<file path="src/hdl/isb_pkg.sv">
// Shared types and constants for the bilinear image scaler.
// No dependencies; imported by every module of the block except isb_ram.
package isb_pkg;

    // Fixed field widths of the item and configuration ports
    localparam int COORD_W    = 12;
    localparam int PIX_W      = 8;
    localparam int SCALE_W    = 20;
    localparam int SIZE_W     = 9;
    localparam int CFG_IDX_W  = 2;
    localparam int CFG_DATA_W = 20;
    localparam int PROD_W     = COORD_W + SCALE_W;

    // Parameter defaults
    localparam int MAX_WIDTH_DEF  = 256;
    localparam int MAX_HEIGHT_DEF = 256;
    localparam int FRAC_BITS_DEF  = 16;

    // Register reset values
    localparam logic [SCALE_W-1:0] SCALE_RST    = 20'd65536;
    localparam int                 SRC_SIZE_RST = 256;

    // Register indexes
    localparam logic [CFG_IDX_W-1:0] CFG_INV_SCALE  = 2'd0;
    localparam logic [CFG_IDX_W-1:0] CFG_SRC_WIDTH  = 2'd1;
    localparam logic [CFG_IDX_W-1:0] CFG_SRC_HEIGHT = 2'd2;

    // Item opcodes
    localparam logic OP_LOAD   = 1'b0;
    localparam logic OP_SAMPLE = 1'b1;

    // Pipeline depth, input beat to result register
    localparam int PIPE_STAGES = 5;

    // Per-stage load enables
    typedef struct packed {
        logic s1;
        logic s2;
        logic s3;
        logic s4;
        logic s5;
    } pipe_en_t;

endpackage

</file>
<file path="src/hdl/isb_blend.sv">
// Blend stages: horizontal interpolation of both rows, then vertical, truncated.
// Depends on isb_pkg.
module isb_blend #(
    parameter int FRAC_BITS = isb_pkg::FRAC_BITS_DEF
) (
    input  logic                        clk,
    input  isb_pkg::pipe_en_t           en,
    input  logic [isb_pkg::PIX_W-1:0]   p00,
    input  logic [isb_pkg::PIX_W-1:0]   p10,
    input  logic [isb_pkg::PIX_W-1:0]   p01,
    input  logic [isb_pkg::PIX_W-1:0]   p11,
    input  logic [FRAC_BITS-1:0]        frac_x,
    input  logic [FRAC_BITS-1:0]        frac_y,
    input  logic                        sat,
    output logic [isb_pkg::PIX_W-1:0]   pixel_out,
    output logic                        clamped
);
    import isb_pkg::*;

    localparam int TW = PIX_W + FRAC_BITS;

    // Row blend: a*one + f*(b - a), exact
    logic signed [FRAC_BITS:0]    fx_s;
    logic signed [PIX_W:0]        d_top;
    logic signed [PIX_W:0]        d_bot;
    logic signed [TW+1:0]         m_top;
    logic signed [TW+1:0]         m_bot;
    logic signed [TW+1:0]         top_full;
    logic signed [TW+1:0]         bot_full;

    always_comb
    begin
        fx_s     = {1'b0, frac_x};
        d_top    = $signed({1'b0, p10}) - $signed({1'b0, p00});
        d_bot    = $signed({1'b0, p11}) - $signed({1'b0, p01});
        m_top    = fx_s * d_top;
        m_bot    = fx_s * d_bot;
        top_full = $signed({2'b00, p00, {FRAC_BITS{1'b0}}}) + m_top;
        bot_full = $signed({2'b00, p01, {FRAC_BITS{1'b0}}}) + m_bot;
    end

    // Stage 4
    logic [TW-1:0]        top4_reg;
    logic [TW-1:0]        bot4_reg;
    logic [FRAC_BITS-1:0] fy4_reg;
    logic                 sat4_reg;

    always_ff @(posedge clk)
    begin
        if (en.s4)
        begin
            top4_reg <= top_full[TW-1:0];
            bot4_reg <= bot_full[TW-1:0];
            fy4_reg  <= frac_y;
            sat4_reg <= sat;
        end
    end

    // Column blend, then drop both fractions
    logic signed [FRAC_BITS:0]      fy_s;
    logic signed [TW:0]             d_col;
    logic signed [TW+FRAC_BITS+1:0] m_col;
    logic signed [TW+FRAC_BITS+1:0] sum_full;
    logic [PIX_W-1:0]               pix_next;

    always_comb
    begin
        fy_s     = {1'b0, fy4_reg};
        d_col    = $signed({1'b0, bot4_reg}) - $signed({1'b0, top4_reg});
        m_col    = fy_s * d_col;
        sum_full = $signed({2'b00, top4_reg, {FRAC_BITS{1'b0}}}) + m_col;
        pix_next = sum_full[2*FRAC_BITS+PIX_W-1:2*FRAC_BITS];
    end

    // Stage 5: output register
    logic [PIX_W-1:0] pix5_reg;
    logic             sat5_reg;

    always_ff @(posedge clk)
    begin
        if (en.s5)
        begin
            pix5_reg <= pix_next;
            sat5_reg <= sat4_reg;
        end
    end

    assign pixel_out = pix5_reg;
    assign clamped   = sat5_reg;

endmodule

</file>
<file path="config.mk">
export PLATFORM = sky130hd
export DESIGN_NAME = isb_blend
export DESIGN_NICKNAME = d
export VERILOG_FILES = /design/src/hdl/isb_pkg.sv /design/src/hdl/isb_blend.sv
export SDC_FILE = /design/constraint.sdc
export NUM_CORES = 2
export LEC_CHECK = 0
export BUFFER_PORTS_ARGS = -buffer_cell sky130_fd_sc_hd__buf_4
export CAP_MARGIN = 5
export CORE_MARGIN = 2
export CORE_UTILIZATION = 60
export CTS_BUF_LIST = sky130_fd_sc_hd__clkbuf_16
export CTS_CLUSTER_DIAMETER = 200
export DETAILED_ROUTE_END_ITERATION = 16
export PLACE_DENSITY = 0.76
export SLEW_MARGIN = 5
export SYNTH_ARGS = -nofsm -noshare
export SYNTH_HDL_FRONTEND = slang
export SYNTH_SLANG_ARGS = --single-unit
</file>
<file path="constraint.sdc">
create_clock -name clk -period 13.4 [get_ports clk]
set_input_delay 1.34 -clock clk [delete_from_list [all_inputs] [get_ports clk]]
set_output_delay 1.34 -clock clk [all_outputs]
set_load 0.05 [all_outputs]
</file>
# Word level (Yosys, flattened, before mapping)
# Cells that the tools add are included.
# word_totals
reg_bits	74
input_bits	71
output_inout_bits	9
elab_cells	15
# op_classes
add_sub_neg	6
mul	3
# ops
operator	n
$add 24x24->24	2
$mul 17x9->24	2
$add 40x40->40	1
$mul 17x25->40	1
$sub 24x24->25	1
$sub 8x8->9	2

# Logic depth before layout (Yosys ltp)
# depth
word_depth	3
mapped_depth	33
depth_no_buf	31

# Least setup slack after synthesis
# Ideal clock, no wire load.
# synth_path
path_kind	register to register
startpoint	register top4_reg[0]
endpoint	register pix5_reg[6] (netlist: pixel_out[6]), data pin
setup_ns	0.135
arrival_ns	7.749
required_ns	13.265
slack_ns	5.516
stages_incl_launch_ff	30
path_buffers	1
period_less_slack_ns	7.884
path_cell_list	edfxtp_1 ha_1 fa_1 nor2b_1 o31a_1 o21ai_2 and3_1 o41a_1 nand2b_1 a221oi_4 buf_2 nand2_1 fa_1 inv_1 fa_1 fa_1 fa_1 fa_1 inv_1 fa_1 inv_1 ha_1 nand4_1 o21bai_1 o221a_2 o2111ai_1 a31oi_1 o41a_1 or4_1 nand3_1
# synth_via
elab_chain_len	3
# synth_lines
item	line_no	rtl
start, declared	isb_blend.sv:43	logic [TW-1:0] top4_reg;
start signal, assigned	isb_blend.sv:52	top4_reg <= top_full[TW-1:0];
$sub 24x24->25	isb_blend.sv:69	d_col = $signed({1'b0, bot4_reg}) - $signed({1'b0, top4_reg});
$mul 17x25->40	isb_blend.sv:70	m_col = fy_s * d_col;
$add 40x40->40 *	isb_blend.sv:71	sum_full = $signed({2'b00, top4_reg, {FRAC_BITS{1'b0}}}) + m_col;
net sum_full[38]	isb_blend.sv:63	logic signed [TW+FRAC_BITS+1:0] sum_full;
end signal, assigned	isb_blend.sv:83	pix5_reg <= pix_next;
end, declared	isb_blend.sv:76	logic [PIX_W-1:0] pix5_reg;
# Mark *: on every way through the listed nets, which the timed path passes. The rest lies on a longest branch.
# A chain may end at the register's enable or synchronous reset.

# Worst setup path after layout
# layout_path
startpoint	register top4_reg[0]
endpoint	register pix5_reg[7] (netlist: pixel_out[7]), data pin
# Same word-level chain as after synthesis.

==> out/summary.txt <==
die height: 223.2 µm
Post-synth ARST share: 0%
CP Max Fanout: 16
Pre-antenna DRT Iters: 6
Yosys reg bits: 74
Resized cells post-CTS: 0
Worst setup startpoint: top4_reg[0]$_DFFE_PP_
post-detail-place hpwl: 55190 µm
I/O Buffers: 76
worst path required time: 13.60 ns
Starting Density: 60.63%
CTS tree: done
post-layout instance count excluding filler cells: 3806
Core Rows: 80
DRC Markers: 0
Slew Limit Fails: 0
Post-Place Cells: 3790
Hold Path Stages: 0
global-route wire length before repair: 118700 µm
register area share after synthesis: 7.709%
WL/cell: 18.57 µm
Final Skew: 0.02069 ns
vias per cell: 5.612
number of synthesized flops with an enable pin: 74
most frequent cells in the layout: 832 x inv_1, 624 x fa_1, 303 x and2_1
largest net degree at the start of global routing: 66
HP Start: sat4_reg$_DFFE_PP_
global route overflow: 0
Sink Count: 74
most frequent CP cell: fa_1
Post CTS Setup Buffer Count: 0
antenna-violating nets left: 0
Slew headroom: 13.75%
Synth area leader: fa_1
commonest non-fill, non-tap cell in the layout: inv_1
Critical-path top delay cell: a221oi_4
Hold Fails Final Rpt: 0
vias in the first global route: 23870
initial antenna violation count: 0
Final Critical Period: 9.339 ns
final setup violation count: 0
RSZ-0062 raised after global routing: false
setup TNS: 0 ns
yosys warns: 0
Synth top area share: 43.34%
Total GRT Usage: 30.28%
Root Driver: clkbuf_16
chip width: 223.2 µm
area delta synth->final: 5.521%
Post-Route WL: 70660 µm
ANT cells: 0
Post-Syn Nets: 4137
Die ar.: 49810 µm²
Yosys cell types: 66
Setup CP Type: reg2reg
hold buffer count at cts: 0
status: finished clean
initial DRC count: 1512
via count: 21360
Ports: 80
top cells by area, synth: fa_1 43%, ha_1 11%, inv_1 11%
Mapped Area: 28830 µm²
Clock Pin Slew Worst Setup and Hold Paths: 0.08 ns
Tcrit/Tclk final: 69.69%
Critical Path AT: 9.54 ns
dominant synthesized flop cell: edfxtp_1
crit end category: flip-flop
Syn Area/Cell: 9.045 µm²
R2R depth: 29
CP Launch Type: flip-flop
TritonCTS buffer count: 9
Final #Nets: 4136
Maximum Capacitance Violations: 0
H-tree depth: 3
RePlAce Congestion: 0.9569
fraction of layout cells with a size suffix above 1: 6.174%
floorplan core area: 47550 µm²
Gate Count Post-Synth: 3187
clk_lat worst skew: 0.39 ns
Slew @ Worst Pin: 1.294 ns
Max Clk Rate: 107.1 MHz
RR Startpoint: top4_reg[0]$_DFFE_PP_
worst hold path class: reg2reg
CTS Buffer Depth: 2
CP max stage delay: 0.86 ns
## layer usage
metal  part of all wire (%)  vias up  GRT usage (%)  routed length, µm
li1                       -     9529              -                  -
met1                     38    10840          37.19              27030
met2                     51      808          53.43              35960
met3                    6.4      185          3.938               4546
met4                    4.4        0          13.81               3129
met5                      0        -              0                  0
## synth_stat cells, types with 5 or more instances
cell type / instances
xnor2_1: 65
or3_1: 9
and3_1: 14
clkbuf_1: 124
a21o_1: 13
nand4_1: 21
nand3b_1: 18
nand2_1: 292
ha_1: 255
nor4_1: 5
a21oi_1: 67
inv_1: 832
nor2b_1: 40
xor2_1: 16
buf_2: 7
nand3_1: 60
and2_1: 303
o21a_1: 18
a31oi_1: 22
nand2b_1: 41
nor3_1: 20
or2_2: 33
fa_1: 624
o211ai_1: 22
nor2_1: 65
edfxtp_1: 74
a211oi_1: 9
o21ai_0: 53
o31a_1: 5
## critical path: cells and delay by family, from the launching register on
kind	cells	cell delay, ns
fa+ha+maj	9	3.78
xor+xnor	1	0.30
flops	1	0.39
compound gates	9	3.35
simple gates	6	1.07
buf+inv	4	0.23
## logic make-up after synthesis
family,Yosys count,share of synthesized area [%]
buffers and inverters,963,12.57
XOR/XNOR,81,2.461
adder cells (fa/ha/maj),879,54.40
AND/OR/NAND/NOR,931,16.93
AO/OA/AOI/OAI,259,5.925
flip-flops,74,7.709
## path summary, 6_finish.rpt
path,to,slack [ns]
hold reg to reg,clamped$_DFFE_PP_,0.43
setup reg to reg,pixel_out[7]$_DFFE_PP_,4.06
hold / removal,clamped$_DFFE_PP_,0.43
setup / recovery,pixel_out[7]$_DFFE_PP_,4.06
## final cells by class
class	instances	area (µm²)
clock buffers	9	225.2
clock inverters	7	77.57
fillers	3893	17130
inverters	832	3123
multi-input cells	2150	23110
flip-flops and latches	74	2222
well taps	615	769.5
repair buffers	119	893.4
## through the flow
stage / cell area [µm²] / hold slack (ns) / worst slack [ns] / util (%)
after floorplan: 28830 / 0.4003 / 5.516 / -
after global placement: 30110 / 0.4068 / 4.336 / 63.32
after detailed placement: 30110 / 0.4099 / 4.229 / 63.32
after CTS: 30410 / 0.4254 / 4.189 / 63.96
after global routing: 30420 / 0.4420 / 3.627 / 63.98
final: 30420 / 0.4256 / 4.061 / 63.98
Power is not shown: default switching activity piles up to over one toggle a cycle in this logic, so the estimate is an artifact.
