## config.mk

```make
export PLATFORM = sky130hd
export DESIGN_NAME = isb_map
export DESIGN_NICKNAME = d
export VERILOG_FILES = /design/src/hdl/isb_pkg.sv /design/src/hdl/isb_map.sv
export SDC_FILE = /design/constraint.sdc
export NUM_CORES = 1
export LEC_CHECK = 0
export BUFFER_PORTS_ARGS = -buffer_cell sky130_fd_sc_hd__buf_2
export CAP_MARGIN = 20
export CORE_ASPECT_RATIO = 0.6
export CORE_MARGIN = 3
export CORE_UTILIZATION = 62
export DETAILED_ROUTE_END_ITERATION = 8
export GPL_ROUTABILITY_DRIVEN = 0
export GPL_TIMING_DRIVEN = 1
export PLACE_DENSITY = 0.81
export SLEW_MARGIN = 20
export SYNTH_ARGS = -nofsm -noshare
export SYNTH_HDL_FRONTEND = slang
export SYNTH_SLANG_ARGS = --single-unit
```

## constraint.sdc

```tcl
create_clock -name clk -period 8.8 [get_ports clk]
set_input_delay 1.76 -clock clk [delete_from_list [all_inputs] [get_ports clk]]
set_output_delay 1.76 -clock clk [all_outputs]
set_load 0.005 [all_outputs]
```

## src/hdl/isb_pkg.sv

```systemverilog
// Shared types and constants for the bilinear image scaler.
// No dependencies; imported by every module of the block except isb_ram.
package isb_pkg;

    // Fixed field widths of the item and configuration ports
    localparam int COORD_W    = 12;
    localparam int PIX_W      = 8;
    localparam int SCALE_W    = 20;
    localparam int SIZE_W     = 9;
    localparam int CFG_IDX_W  = 2;
    localparam int CFG_DATA_W = 20;
    localparam int PROD_W     = COORD_W + SCALE_W;

    // Parameter defaults
    localparam int MAX_WIDTH_DEF  = 256;
    localparam int MAX_HEIGHT_DEF = 256;
    localparam int FRAC_BITS_DEF  = 16;

    // Register reset values
    localparam logic [SCALE_W-1:0] SCALE_RST    = 20'd65536;
    localparam int                 SRC_SIZE_RST = 256;

    // Register indexes
    localparam logic [CFG_IDX_W-1:0] CFG_INV_SCALE  = 2'd0;
    localparam logic [CFG_IDX_W-1:0] CFG_SRC_WIDTH  = 2'd1;
    localparam logic [CFG_IDX_W-1:0] CFG_SRC_HEIGHT = 2'd2;

    // Item opcodes
    localparam logic OP_LOAD   = 1'b0;
    localparam logic OP_SAMPLE = 1'b1;

    // Pipeline depth, input beat to result register
    localparam int PIPE_STAGES = 5;

    // Per-stage load enables
    typedef struct packed {
        logic s1;
        logic s2;
        logic s3;
        logic s4;
        logic s5;
    } pipe_en_t;

endpackage

```

## src/hdl/isb_map.sv

```systemverilog
// Coordinate mapping stages: scale multiply, base/fraction split, edge saturation.
// Depends on isb_pkg.
module isb_map #(
    parameter int MAX_WIDTH  = isb_pkg::MAX_WIDTH_DEF,
    parameter int MAX_HEIGHT = isb_pkg::MAX_HEIGHT_DEF,
    parameter int FRAC_BITS  = isb_pkg::FRAC_BITS_DEF
) (
    input  logic                              clk,
    input  isb_pkg::pipe_en_t                 en,
    input  logic                              opcode,
    input  logic [isb_pkg::COORD_W-1:0]       coord_x,
    input  logic [isb_pkg::COORD_W-1:0]       coord_y,
    input  logic [isb_pkg::PIX_W-1:0]         pixel_in,
    input  logic [isb_pkg::SCALE_W-1:0]       inverse_scale,
    input  logic [$clog2(MAX_WIDTH)-1:0]      wlast,
    input  logic [$clog2(MAX_HEIGHT)-1:0]     hlast,
    output logic                              is_sample,
    output logic                              wr_en,
    output logic [$clog2(MAX_WIDTH)-1:0]      x0,
    output logic [$clog2(MAX_HEIGHT)-1:0]     y0,
    output logic                              x_step,
    output logic                              y_step,
    output logic [FRAC_BITS-1:0]              frac_x,
    output logic [FRAC_BITS-1:0]              frac_y,
    output logic                              sat,
    output logic [isb_pkg::PIX_W-1:0]         pix
);
    import isb_pkg::*;

    localparam int COL_W  = $clog2(MAX_WIDTH);
    localparam int ROW_W  = $clog2(MAX_HEIGHT);
    localparam int BASE_W = PROD_W - FRAC_BITS;
    localparam int CX_W   = (BASE_W > COL_W) ? BASE_W : COL_W;
    localparam int CY_W   = (BASE_W > ROW_W) ? BASE_W : ROW_W;
    localparam int LD_W   = COORD_W + 1;

    // Stage 1: products and raw load fields
    logic                op1_reg;
    logic [COORD_W-1:0]  cx1_reg;
    logic [COORD_W-1:0]  cy1_reg;
    logic [PIX_W-1:0]    pix1_reg;
    logic [PROD_W-1:0]   prodx1_reg;
    logic [PROD_W-1:0]   prody1_reg;
    logic [PROD_W-1:0]   prodx_next;
    logic [PROD_W-1:0]   prody_next;

    assign prodx_next = PROD_W'(coord_x) * PROD_W'(inverse_scale);
    assign prody_next = PROD_W'(coord_y) * PROD_W'(inverse_scale);

    always_ff @(posedge clk)
    begin
        if (en.s1)
        begin
            op1_reg    <= opcode;
            cx1_reg    <= coord_x;
            cy1_reg    <= coord_y;
            pix1_reg   <= pixel_in;
            prodx1_reg <= prodx_next;
            prody1_reg <= prody_next;
        end
    end

    // Split into base and fraction, saturate base to last column/row
    logic [BASE_W-1:0]    bx;
    logic [BASE_W-1:0]    by;
    logic                 satx;
    logic                 saty;
    logic [COL_W-1:0]     x0_next;
    logic [ROW_W-1:0]     y0_next;
    logic                 xs_next;
    logic                 ys_next;
    logic                 inx;
    logic                 iny;
    logic                 wr_next;

    always_comb
    begin
        bx   = prodx1_reg[PROD_W-1:FRAC_BITS];
        by   = prody1_reg[PROD_W-1:FRAC_BITS];
        satx = CX_W'(bx) > CX_W'(wlast);
        saty = CY_W'(by) > CY_W'(hlast);
        // loads keep their own coordinate
        if (op1_reg == OP_SAMPLE)
        begin
            x0_next = satx ? wlast : COL_W'(bx);
            y0_next = saty ? hlast : ROW_W'(by);
        end
        else
        begin
            x0_next = COL_W'(cx1_reg);
            y0_next = ROW_W'(cy1_reg);
        end
        xs_next = x0_next < wlast;
        ys_next = y0_next < hlast;
        inx     = {1'b0, cx1_reg} < LD_W'(MAX_WIDTH);
        iny     = {1'b0, cy1_reg} < LD_W'(MAX_HEIGHT);
        wr_next = (op1_reg == OP_LOAD) && inx && iny;
    end

    // Stage 2 registers
    logic                 samp2_reg;
    logic                 wr2_reg;
    logic [COL_W-1:0]     x02_reg;
    logic [ROW_W-1:0]     y02_reg;
    logic                 xs2_reg;
    logic                 ys2_reg;
    logic [FRAC_BITS-1:0] fx2_reg;
    logic [FRAC_BITS-1:0] fy2_reg;
    logic                 sat2_reg;
    logic [PIX_W-1:0]     pix2_reg;

    always_ff @(posedge clk)
    begin
        if (en.s2)
        begin
            samp2_reg <= (op1_reg == OP_SAMPLE);
            wr2_reg   <= wr_next;
            x02_reg   <= x0_next;
            y02_reg   <= y0_next;
            xs2_reg   <= xs_next;
            ys2_reg   <= ys_next;
            fx2_reg   <= prodx1_reg[FRAC_BITS-1:0];
            fy2_reg   <= prody1_reg[FRAC_BITS-1:0];
            sat2_reg  <= satx || saty;
            pix2_reg  <= pix1_reg;
        end
    end

    assign is_sample = samp2_reg;
    assign wr_en     = wr2_reg;
    assign x0        = x02_reg;
    assign y0        = y02_reg;
    assign x_step    = xs2_reg;
    assign y_step    = ys2_reg;
    assign frac_x    = fx2_reg;
    assign frac_y    = fy2_reg;
    assign sat       = sat2_reg;
    assign pix       = pix2_reg;

endmodule

```

Word level (Yosys, flattened, before mapping)
Cells that the tools add are included.
{ "classes": {"bitwise": 1, "muxes": 4, "reduce_logical": 3, "mul": 2, "magnitude_cmp": 6} }
{ "ops": {"columns": ["operator", "count"], "rows": [
  ["$mul A12 B20 Y32", 2],
  ["$gt A16 B8 Y1", 2],
  ["$mux W8", 4],
  ["$lt A12 B9 Y1 const B", 2],
  ["$lt A8 B8 Y1", 2],
  ["$logic_and A1 B1 Y1", 2],
  ["$logic_or A1 B1 Y1", 1],
  ["$not A1 Y1", 1]
]} }
{ "word_totals": {"out_inout_bits": 61, "inputBits": 75, "register_bits": 158} }

Longest topological paths before layout
Gate-level depths: netlist (run 1).
{ "depth": {"ltp_word": 4, "ltp_mapped": 21, "depth_no_buf": 20} }

Least setup slack after synthesis (run 1)
OpenSTA, ideal clock, no wires.
{ "synth_timing": {"path_kind": "input port to flip-flop", "startpoint": "input port inverse_scale[12] (netlist bit)", "endpoint": "register prodx1_reg[31] (data pin)", "required_ns": 8.540, "path_stages": 19, "arrival_time_ns": 6.431, "setup_slack_ns": 2.109, "setup_time_ns": 0.260, "path_cell_list": "clkbuf_1 -> nand2_1 -> fa_1 -> inv_1 -> fa_1 -> fa_1 -> fa_1 -> inv_1 -> fa_1 -> inv_1 -> ha_1 -> buf_2 -> nand4_1 -> or3_1 -> o21ai_2 -> a211oi_2 -> o41ai_2 -> a21oi_1 -> xnor2_1"} }
{ "synth_via": {"elab_chain_cells": 1} }
{ "synth_lines": {"columns": ["element", "line", "source"], "rows": [
  ["start, declared", "isb_map.sv:14", "input logic [isb_pkg::SCALE_W-1:0] inverse_scale,"],
  ["$mul A12 B20 Y32", "isb_map.sv:47", "assign prodx_next = PROD_W'(coord_x) * PROD_W'(inverse_scale);"],
  ["via prodx_next[31]", "isb_map.sv:44", "logic [PROD_W-1:0] prodx_next;"],
  ["end signal, assigned", "isb_map.sv:58", "prodx1_reg <= prodx_next;"],
  ["end, declared", "isb_map.sv:42", "logic [PROD_W-1:0] prodx1_reg;"]
]} }
The timed path passes the listed nets, and every way through them passes these cells.
A chain may end at the register's enable or synchronous reset.

Worst setup path in the final report (run 1)
{ "layout_timing": {"startpoint": "input port inverse_scale[12] (netlist bit)", "endpoint": "register prodx1_reg[30] (data pin)"} }
Same word-level chain as after synthesis.

==> metrics.cfg, run 1 <==
[power_and_ir_drop]
p_leak_nw=11.0
vdd_drop_max_uv=417
power.density_mw_per_mm2=373

[synthesis]
syn_area_per_cell_um2=9.81
synth_nets=2728
netlist_area_mm2=0.0208
yosysWarnings=0
async_flop_share_pct=0
synth_edf_count=158
synth_area_leader_cell=fa_1
yosysSeqAreaShare_pct=22.8
yosysUniqueCellTypes=58
synthCells=2123
yosys-top-cells-area=fa_1, edfxtp_1, ha_1
synth-main-ff-cell=edfxtp_1
synth_top_area_share_pct=34.6
synth-seq-cells=158

[floorplanning]
ios=136
start_util_pct=63.6
fp.dieArea_mm2=0.0359
rows=51
fp.dieH_um=148
core_area_mm2=0.0327
fp.dieW_um=243

[timing]
fin_crit_ns=7.25
worst_slew_pin_slew_ns=0.846
finalHoldViolCount=0
clock.fmax_mhz=138
tns_ns=0
relSlewSlack_pct=43.6
fin_skew_ns=0.0119
period_share_pct=82.4
whs_ns=0.419
rsz0062_at_grt=false
report.final.slew_viol_count=0
setup_violations=0

[setup_path]
cp.buffers_inverters=4
critPathKind=input port to register
worstPathRequired_ns=8.98
crit_fanout=24
cp-startpoint=inverse_scale[12]
cp_common_cell=fa_1
path_depth=19
start_kind=input port
cp-end-kind=register
crit_path_max_incr_delay_ns=0.57
crit_family=adder cells
crit_end=prodx1_reg[30]$_DFFE_PP_
r2r_slack_ns=4.82
crit_slowest_cell=fa_1
reg2reg_from=prodx1_reg[22]$_DFFE_PP_
crit_chain=buf_2, nand2_1, fa_1, inv_1, fa_1, fa_1, fa_1, inv_1, fa_1, inv_1, ha_1, nand4_1, nor3_1, o311ai_1, a31oi_1, o21ai_1, o21bai_1, a21oi_1, xnor2_1
worst_ep_arrival_time_ns=7.44
r2r_end=x_step$_DFFE_PP_
worstRegToRegCells=13

[flow_run]
cap_violations=0

[final_layout]
fill_cells=2411
nNetsFinal=2786
drive_gt1_share_pct=8.39
area_delta_synth_final_pct=7.13
seqCellArea_mm2=0.00474
multi_input_area_mm2=0.0139

[min_path]
hp-class=register to register
min_path_cells=0

[detailed_routing]
wl_mm=47.8
drtIter0Drc=1174
drc_errors=0
via_count=14800
dr.pass1.iters=5
postRouteAntennaNets=0
viasPerCell=5.59
wl_per_cell_um=18.1

[clock_tree]
cts_sinks=158
htreeDepth=4
cts_buffer_depth=2
cts_tree=yes
clkSlewWorstSetupHoldPaths_ns=0.07
postCtsSetupBuffers=0
cts_hold_buf=0
numCtsBuffers=17
clock_latency_ns=0.44
root_buffer=clkbuf_16
postCtsResizedCells=0

[run_status]
outcome=completed

[place]
hpwlAfterDp_mm=36.2
numPortBuffers=132

[grt]
antenna_found_initial=5
grt_overflow=0
grt_use_total_pct=28.0
grt_pass1_vias=15700
grt_first_pass_wirelength_mm=79.5
grt_max_degree=65

## metrics by stage
step | utilization, % | cell area (um^2) | total power [mW] | std cells | setup slack [ns]
after floorplan | - | 20800 | 5.91 | 2123 | 2.11
after global placement | 66.3 | 21700 | 7.18 | 2611 | 1.32
after detailed placement | 66.3 | 21700 | 7.45 | 2612 | 1.24
after CTS | 68.1 | 22300 | 8.25 | 2644 | 1.68
after global routing | 68.1 | 22300 | 9.14 | 2647 | 1.30
final | 68.1 | 22300 | 8.32 | 2650 | 1.55
## per-layer routing
| layer | GRT usage, % | vias up | part of all wire, % |
|---|---|---|---|
| met1 | 39.8 | 7437 | 42 |
| met3 | 6.64 | 79 | 10 |
| met4 | 6.59 | 2 | 1.7 |
| li1 | - | 6605 | - |
| met2 | 44.5 | 680 | 46 |
| met5 | 0 | - | 0.019 |
## final cells by class
type                    instances  area share [%]
clock buffers                  18            1.92
flip-flops and latches        158            21.3
well taps                     450            2.52
diodes                          6          0.0673
clock inverters                14           0.668
repair buffers                138            3.18
inverters                     469            7.89
multi-input cells            1397            62.5
## worst min-delay path by stage
stage                                 endpoint                startpoint  slack, ns
after floorplan            frac_x[0]$_DFFE_PP_   prodx1_reg[0]$_DFFE_PP_       0.40
after global placement     frac_y[9]$_DFFE_PP_   prody1_reg[9]$_DFFE_PP_       0.40
after detailed placement  frac_x[13]$_DFFE_PP_  prodx1_reg[13]$_DFFE_PP_       0.40
after CTS                     pix[1]$_DFFE_PP_     pix1_reg[1]$_DFFE_PP_       0.42
after global routing       frac_y[4]$_DFFE_PP_   prody1_reg[4]$_DFFE_PP_       0.43
final                         pix[1]$_DFFE_PP_     pix1_reg[1]$_DFFE_PP_       0.42
## synthesized netlist by cell type (all sizes together) (2+ instances only)
cell,number
a211oi,11
a21o,14
a21oi,66
a221oi,2
a31o,2
a31oi,9
and2,131
and3,4
buf,7
clkbuf,92
edfxtp,158
fa,360
ha,170
inv,469
mux2i,16
nand2,378
nand2b,12
nand3,12
nand4,5
nor2,43
nor2b,8
nor3,9
nor3b,2
nor4,7
o211a,2
o211ai,3
o21a,9
o21ai,34
o21bai,7
o31a,2
o31ai,3
o41ai,4
or3,6
xnor2,40
xor2,13
## cells by family (layout without fill, tap and decap cells)
family | after synthesis | in the layout | synth area share [%]
simple gates | 621 | 621 | 13.5
buf+inv | 568 | 639 | 10.3
fa+ha+maj | 530 | 530 | 44.8
compound gates | 177 | 177 | 5.58
flops | 158 | 158 | 22.8
xor+xnor | 53 | 53 | 2.23
mux | 16 | 16 | 0.769
other cells | 0 | 6 | 0
## cell usage in the layout (no fill, tap or decap), types with 8 or more instances in the layout
master     synthesis  final
xnor2_1           40     40
xor2_1            13     13
edfxtp_1         158    158
o21ai_0           26     26
mux2i_1           16     16
o21a_1             9      9
nand2b_1          12     12
inv_1            469    469
and2_1           131    131
a31oi_1            9      9
nor2b_1            8      8
fa_1             360    360
clkbuf_16          0     17
nand2_1          378    378
nor2_1            43     43
buf_2              4    131
nor3_1             9      9
ha_1             170    170
a21o_1            14     14
a21oi_1           66     66
nand3_1           12     12
## power breakdown
part / internal, mW / leakage, nW / switching [mW]
sequential: 1.36 / 1.54 / 0.0865
combinational: 2.44 / 9.17 / 3.68
clock: 0.400 / 0.275 / 0.345
total: 4.20 / 11.0 / 4.11
Power figures use the tool's default switching activity.
==> run 2: changes to the inputs <==
Settings changed: ABC_AREA from default to 1, CORE_UTILIZATION 62 to 58, PLACE_DENSITY 0.81 to 0.8.
Clock period 8.8 ns to 5.8 ns, I/O delays scaled along.
==> run 2 against run 1 <==
Die area increased by 8.2%. Largest cell class unchanged. Final cell count grew 18%. Setup slack worse by 1.5 ns. First-iteration DRC count is 33% higher. Routed wire length increased by 7.3%. Combinational power up 110%. Cell area is 10% higher. Global-route usage down 0.35 points. Utilization rose by 1.2 points.
==> metrics.cfg, run 2 <==
[grt]
grt_use_total_pct=27.7  ; -0.35 points
grt_overflow=0  ; unchanged
grt_pass1_vias=17400  ; +11%
grt_max_degree=62  ; -4.6%
grt_first_pass_wirelength_mm=85.2  ; +7.1%
antenna_found_initial=5  ; unchanged

[setup_path]
crit_path_max_incr_delay_ns=0.53  ; -0.04 ns
worstPathRequired_ns=6.01  ; -2.97 ns
r2r_end=x_step$_DFFE_PP_
cp-startpoint=coord_y[6]
crit_slowest_cell=fa_1
start_kind=input port
crit_chain=clkbuf_4, buf_12, nand2_1, inv_1, fa_1, inv_1, fa_1, inv_1, fa_1, fa_1, inv_1, fa_1, inv_1, ha_1, nand2_1, nor4_1, nand3_1, nand3_1, a21oi_1, xor2_1
crit_fanout=13  ; -46%
cp-end-kind=register
critPathKind=input port to register
r2r_slack_ns=2.67  ; -2.15 ns
worstRegToRegCells=12  ; -1
worst_ep_arrival_time_ns=5.92  ; -1.52 ns
reg2reg_from=prodx1_reg[23]$_DFFE_PP_

[clock_tree]
postCtsSetupBuffers=0  ; unchanged
root_buffer=clkbuf_16
clkSlewWorstSetupHoldPaths_ns=0.08  ; about the same
clock_latency_ns=0.46  ; +0.02 ns
cts_tree=yes
cts_buffer_depth=2  ; unchanged
cts_sinks=158  ; unchanged
htreeDepth=4  ; unchanged
numCtsBuffers=17  ; unchanged
cts_hold_buf=0  ; unchanged
postCtsResizedCells=0  ; unchanged

[detailed_routing]
via_count=16700  ; +13%
drtIter0Drc=1567  ; +33%
postRouteAntennaNets=0  ; unchanged
wl_mm=51.3  ; +7.3%
wl_per_cell_um=16.4  ; -9.2%
viasPerCell=5.33  ; -4.7%
drc_errors=0  ; unchanged
dr.pass1.iters=6  ; +1

[floorplanning]
start_util_pct=59.5  ; -4.1 points
ios=136  ; unchanged
fp.dieW_um=252  ; +4.0%
fp.dieH_um=154  ; +4.0%
rows=53  ; +3.9%
core_area_mm2=0.0355  ; +8.4%
fp.dieArea_mm2=0.0388  ; +8.2%

[timing]
report.final.slew_viol_count=0  ; unchanged
fin_skew_ns=0.0137  ; +0.00181 ns
relSlewSlack_pct=47.6  ; +4.0 points
finalHoldViolCount=0  ; unchanged
worst_slew_pin_slew_ns=0.786  ; -0.0599 ns
clock.fmax_mhz=175
period_share_pct=98.5
fin_crit_ns=5.71
rsz0062_at_grt=false
whs_ns=0.411  ; -0.00801 ns
tns_ns=0  ; unchanged
setup_violations=0  ; unchanged

[power_and_ir_drop]
vdd_drop_max_uv=676  ; +62%
power_mw=16.0  ; +92%
p_seq_share_pct=13.8  ; -3.6 points
power.density_mw_per_mm2=650  ; +74%
p_leak_nw=13.4  ; +22%
p_int_mw=8.56  ; +100%
combPwrFrac_pct=78.7  ; +5.1 points
switching_power_mw=7.43  ; +81%
p_clk_share_pct=7.5  ; -1.5 points
sw_frac_of_total_pct=46.5  ; -3.0 points

[synthesis]
yosysSeqAreaShare_pct=22.5  ; -0.33 points
synth_nets=2969  ; +8.8%
synth_edf_count=158  ; unchanged
netlist_area_mm2=0.0211  ; +1.5%
synthCells=2364  ; +11%
yosysUniqueCellTypes=36  ; -38%
synth-seq-cells=158  ; unchanged
yosysWarnings=0  ; unchanged
synthTopCellsByCount=inv_1, nand2_1, fa_1, ha_1, edfxtp_1
synth_area_leader_cell=fa_1
synth-main-ff-cell=edfxtp_1
syn_area_per_cell_um2=8.94  ; -8.9%
async_flop_share_pct=0  ; unchanged
synth_most_common_cell=inv_1
synth_top_area_share_pct=34.1  ; -0.50 points
yosys-top-cells-area=fa_1, edfxtp_1, inv_1

[place]
hpwlAfterDp_mm=41.4  ; +14%
numPortBuffers=132  ; unchanged

[final_layout]
final_cell_mix=inv_1, nand2_1, fa_1
final_util_pct=69.3  ; +1.2 points
fill_cells=2532  ; +5.0%
drive_gt1_share_pct=15.9  ; +7.5 points
area_delta_synth_final_pct=16.4
final_common_cell=inv_1
nNetsFinal=3250  ; +17%

[min_path]
hold-path-endpoint=frac_y[14]$_DFFE_PP_
min_from=prody1_reg[14]$_DFFE_PP_
hp-class=register to register
min_path_cells=0  ; unchanged

[flow_run]
cap_violations=0  ; unchanged

[run_status]
outcome=completed

[run 2: cell count changes in the layout (fill, tap and decap cells not counted), sizes merged, moves of 10 or more]
| cell | delta |
|---|---|
| nand2 | +252 |
| buf | +199 |
| inv | +161 |
| and2 | -130 |
| o21ai | +28 |
| nor2 | +24 |
| xnor2 | -19 |
| xor2 | +17 |
| mux2i | -16 |
| clkbuf | +15 |
| nand3 | +15 |
| nand2b | -12 |
| a211oi | -10 |
[run 2: critical path: cells and delay by family]
family                   cells  cell delay, ns
adder cells (fa/ha/maj)      6            2.86
buffers and inverters        7            0.66
AND/OR/NAND/NOR              5            0.96
AO/OA/AOI/OAI                1            0.12
XOR/XNOR                     1            0.15
[run 2: how the worst max path moves through the flow]
stage	to	slack [ns]	cells past startpoint
2_1_floorplan	prodx1_reg[29]$_DFFE_PP_	0.15	21
3_3_place_gp	prody1_reg[29]$_DFFE_PP_	-0.20	19
3_5_place_dp	prody1_reg[31]$_DFFE_PP_	-0.36	19
4_1_cts	prody1_reg[28]$_DFFE_PP_	0.06	21
5_1_grt	prody1_reg[29]$_DFFE_PP_	0.003	20
6_report	prody1_reg[29]$_DFFE_PP_	0.09	20
[run 2: routing by layer]
| layer | share of wire (%) | up-vias | track usage [%] |
|---|---|---|---|
| met5 | 0 | - | 0 |
| met3 | 10 | 109 | 6.68 |
| met1 | 41 | 8122 | 38.4 |
| li1 | - | 7547 | - |
| met2 | 46 | 892 | 43.3 |
| met4 | 2.8 | 0 | 9.30 |
[run 2: power groups by stage]
stage / Clock [mW] / Sequential (mW) / Combinational [mW]
floorplan: 0 / 2.17 / 7.07
global placement: 0 / 2.21 / 11.7
detailed placement: 0 / 2.22 / 12.2
CTS: 1.22 / 2.20 / 12.3
global route: 1.26 / 2.23 / 13.9
finish: 1.20 / 2.21 / 12.6
[run 2: per-stage QoR]
step	area [um^2]	cells	worst slack [ns]
final	24600	3130	0.0894
after detailed placement	23900	3093	-0.362
after global routing	24600	3130	0.00254
after global placement	23900	3093	-0.204
after CTS	24500	3125	0.0621
after floorplan	21100	2364	0.151
[run 2: kinds of logic after synthesis]
group,after synthesis,share of synthesized area (%)
simple gates,740,13.6
buf+inv,721,12.8
fa+ha+maj,530,44.2
compound gates,164,4.83
flops,158,22.5
xor+xnor,51,2.11
[run 2: final cells by class]
type / count / area (um^2) / share of cell area, %
clock inverter: 15 / 194 / 0.789
inverter: 630 / 2360 / 9.62
clock buffer: 17 / 425 / 1.73
sequential: 158 / 4740 / 19.3
antenna: 5 / 12.5 / 0.0509
timing repair buffer: 353 / 2560 / 10.4
tap: 467 / 584 / 2.38
multi-input combinational: 1485 / 13700 / 55.7
